===== src/rtl/swm_pkg.sv =====
// Package for the sliding window maximum block.
// Holds sizes, the cell record type and its array type; no dependencies.
`default_nettype none

package swm_pkg;

    localparam int WINDOW_MAX   = 64;
    localparam int SAMPLE_WIDTH = 32;
    localparam int CFG_W        = 7;

    // Cell index width and a window-length width that holds 1..WINDOW_MAX
    localparam int WIN_IDX_W = (WINDOW_MAX > 1) ? $clog2(WINDOW_MAX) : 1;
    localparam int WIN_CNT_W = $clog2(WINDOW_MAX + 1);
    localparam int K_W       = (WIN_CNT_W > CFG_W) ? WIN_CNT_W : CFG_W;

    // One stage of the sample chain: age is the cell's position
    typedef struct packed {
        logic                    valid;  // sample belongs to current sequence
        logic                    cand;   // no newer sample is larger
        logic [SAMPLE_WIDTH-1:0] value;
    } cell_t;

    typedef cell_t [WINDOW_MAX-1:0] cell_row_t;

endpackage

`default_nettype wire


===== src/rtl/swm_cell.sv =====
// One cell of the sample chain: takes its newer neighbor's contents on each item.
// Depends on swm_pkg.
`default_nettype none

module swm_cell
    import swm_pkg::*;
(
    input  wire logic                    clk,
    input  wire logic                    rst_n,
    input  wire logic                    shift,
    input  wire logic                    clr,
    input  wire logic [SAMPLE_WIDTH-1:0] sample,
    input  wire cell_t                   prev,
    output cell_t                        cur
);

    logic                    valid_reg;
    logic                    valid_next;
    logic                    cand_reg;
    logic                    cand_next;
    logic [SAMPLE_WIDTH-1:0] value_reg;
    logic [SAMPLE_WIDTH-1:0] value_next;
    logic                    beaten;

    // strictly smaller: an older equal sample stays a candidate
    assign beaten = $signed(prev.value) < $signed(sample);

    always_comb
    begin
        valid_next = prev.valid & ~clr;
        cand_next  = prev.cand & prev.valid & ~clr & ~beaten;
        value_next = prev.value;
    end

    always_ff @(posedge clk or negedge rst_n)
    begin
        if (!rst_n)
        begin
            valid_reg <= 1'b0;
            cand_reg  <= 1'b0;
        end
        else if (shift)
        begin
            valid_reg <= valid_next;
            cand_reg  <= cand_next;
        end
    end

    always_ff @(posedge clk)
    begin
        if (shift)
        begin
            value_reg <= value_next;
        end
    end

    always_comb
    begin
        cur.valid = valid_reg;
        cur.cand  = cand_reg;
        cur.value = value_reg;
    end

endmodule

`default_nettype wire


===== config.mk =====
export PLATFORM = sky130hd
export DESIGN_NAME = swm_cell
export DESIGN_NICKNAME = d
export VERILOG_FILES = /design/src/rtl/swm_pkg.sv /design/src/rtl/swm_cell.sv
export SDC_FILE = /design/constraint.sdc
export NUM_CORES = 1
export LEC_CHECK = 0
export BUFFER_PORTS_ARGS = -buffer_cell sky130_fd_sc_hd__buf_4
export CAP_MARGIN = 20
export CORE_AREA = 2 2 55 82
export CTS_CLUSTER_SIZE = 10
export DETAILED_ROUTE_END_ITERATION = 8
export DIE_AREA = 0 0 57 84
export PLACE_DENSITY = 0.82
export SYNTH_ARGS = -nofsm -noshare
export SYNTH_HDL_FRONTEND = slang
export SYNTH_SLANG_ARGS = --single-unit

===== constraint.sdc =====
create_clock -name clk -period 3 [get_ports clk]
set_input_delay 0.75 -clock clk [delete_from_list [all_inputs] [get_ports clk]]
set_output_delay 0.75 -clock clk [all_outputs]
set_load 0.01 [all_outputs]

==> qor.yml <==
final_layout:
  drive_above_1_share_pct: 42.6
  fillers: 346
  final_cell_count_no_fill: 309
  largest_reg_flops: 32
  n_antenna_cell: 0
  final_cell_mix: "buf_4 (103), inv_1 (33), edfxtp_1 (32)"
  final_common_cell: "buf_4"
  synthToLayoutAreaGrowth_pct: 48.4
  finalNetCount: 363
  post-route-util_pct: 66.5
clock_tree:
  cts_buffer_depth: 2
  cts_tree: "done"
  cts_buffers: 5
  root_buffer: "clkbuf_8"
  postCtsSetupBuffers: 0
  cts_resized: 0
  cts_max_level: 2
  hold_buffers: 0
  clk_pin_slew_ps: 70
  insertion_delay_ps: 280
  cts.sinks: 34
timing:
  setup_tns_ps: 0
  slew_violations: 0
  finalClockSkew_ps: 0
  holdWs_ps: 235
  relSlewSlack_pct: 69.2
  setup_viol: 0
  fin_crit_ps: 2260
  rsz0062_at_grt: "false"
  hold_viol: 0
  max_clock_freq_ghz: 0.443
  tightest_slew_ps: 451
  finalCritPeriodShare_pct: 75.3
worst_setup_path:
  crit_arrival_ps: 2430
  startpoint_type: "input pin"
  worstSetupEndpointType: "flip-flop"
  required_ps: 3170
  critPathKind: "in2reg"
  cp_max_fo: 3
worst_hold_path:
  hold_path.class: "in2async"
routing:
  drcViolationCount: 0
  drt_pre_antenna_iters: 4
  dr_total_vias: 1527
  initialDrtViolationCount: 31
  viasPerCell: 4.94
  totalWireLength_um: 4360
  wl_per_cell_um: 14.1
  drtAntennaViolNets: 0
yosys:
  ys_seq_area_share_pct: 54.5
  yosys_warnings: 0
  ys_types: 27
  syn_area_per_cell_sq_um: 12.0
  ys_seq_elements: 34
  syn_area_sq_mm: 0.00185
  synth_nets: 255
  synth_cells: 154
floorplanning:
  core-area_sq_mm: 0.00414
  die_w_um: 57
  die_y_um: 84
  row_count: 29
  die_area_sq_mm: 0.00479
  ioPinCount: 104
  start_util_pct: 44.8
place:
  io_buffers: 103
  gp_congestion: 0.788
  hpwl_um: 3610
  placed_cells: 301
global_route:
  antenna_found_initial: 0
  grt_pass1_vias: 1659
  grt_usage_pct: 19.2
  grt_max_degree: 36
  grt_pass1_wl_um: 7130
  overflow: 0
power:
  p_leak_nw: 1.38
  peakVddDrop_mv: 0.377
  p_per_area_mw_per_mm2: 416
outcome:
  status: "finished clean"
flow_run:
  drv_cap: 0
==> where the power goes <==
part | switching (mW) | internal [mW]
Clock | 0.164 | 0.159
Combinational | 0.111 | 0.141
Sequential | 0.0102 | 0.560
==> critical path, stage by stage <==
cell,delay (ps)
buf_4,80
inv_1,30
ha_1,330
a21oi_2,160
nand2_1,60
a221o_1,350
a211oi_2,180
o22ai_1,110
or3b_1,380
==> area by class of cell <==
| type | count | area [sq um] | share of cell area [%] |
|---|---|---|---|
| clock buffers | 6 | 72.6 | 2.64 |
| clock inverters | 2 | 8.76 | 0.318 |
| inverters | 33 | 124 | 4.50 |
| multi-input cells | 85 | 704 | 25.6 |
| flip-flops and latches | 34 | 1010 | 36.7 |
| well taps | 46 | 57.6 | 2.09 |
| repair buffers | 103 | 773 | 28.1 |
==> worst paths after layout <==
kind	from	end	slack, ps	cells after the start
worst max-delay path	sample[30]	cand_reg	740	9
worst min-delay path	rst_n	cand_reg	230	1
worst max register to register	cand_reg	cand_reg	2000	3
worst min register to register	valid_reg	valid_reg	530	1
max in group asynchronous	rst_n	valid_reg	2670	1
min in group clk	valid_reg	valid_reg	530	1
==> stage by stage <==
stage | area [sq um] | setup slack (ps) | power, mW
global route | 2750 | 576 | 1.20
CTS | 2750 | 738 | 1.16
global placement | 2670 | 493 | 0.826
detailed placement | 2670 | 454 | 0.836
finish | 2750 | 741 | 1.14
floorplan | 1850 | 639 | 0.679
==> synthesized netlist by cell type, drive strengths merged <==
| library cell | n | area [sq um] |
|---|---|---|
| a2111oi | 2 | 17.5 |
| nand2 | 7 | 26.3 |
| nor2 | 2 | 7.51 |
| a21o | 2 | 15.0 |
| edfxtp | 32 | 961 |
| buf | 2 | 15.0 |
| nand4 | 6 | 37.5 |
| nor2b | 1 | 6.26 |
| nand3 | 3 | 15.0 |
| or3b | 1 | 8.76 |
| a21oi | 14 | 73.8 |
| o21ai | 6 | 30.0 |
| o22ai | 1 | 6.26 |
| o211ai | 1 | 7.51 |
| nand2b | 1 | 6.26 |
| and3 | 1 | 6.26 |
| nor4 | 1 | 6.26 |
| inv | 33 | 124 |
| mux2 | 1 | 11.3 |
| dfrtp | 2 | 50.1 |
| a221o | 1 | 10.0 |
| nand3b | 1 | 7.51 |
| a211oi | 1 | 12.5 |
| nor3 | 1 | 5.00 |
| ha | 31 | 388 |
==> cells by family (layout without fill, tap and decap cells) <==
group	count (synthesis)	after routing	share of synthesized area, %
buf+inv	35	144	7.49
flops	34	34	54.5
fa+ha+maj	31	31	20.9
compound gates	28	28	9.31
simple gates	25	25	7.15
mux	1	1	0.607
==> layer usage <==
metal	GRT usage, %	up-vias	share of wire, %
met4	6.98	0	2.0
met3	5.12	8	5.9
met2	38.2	54	60
li1	-	769	-
met5	0	-	0
met1	17.5	696	32
(Power assumes the default switching activity.)
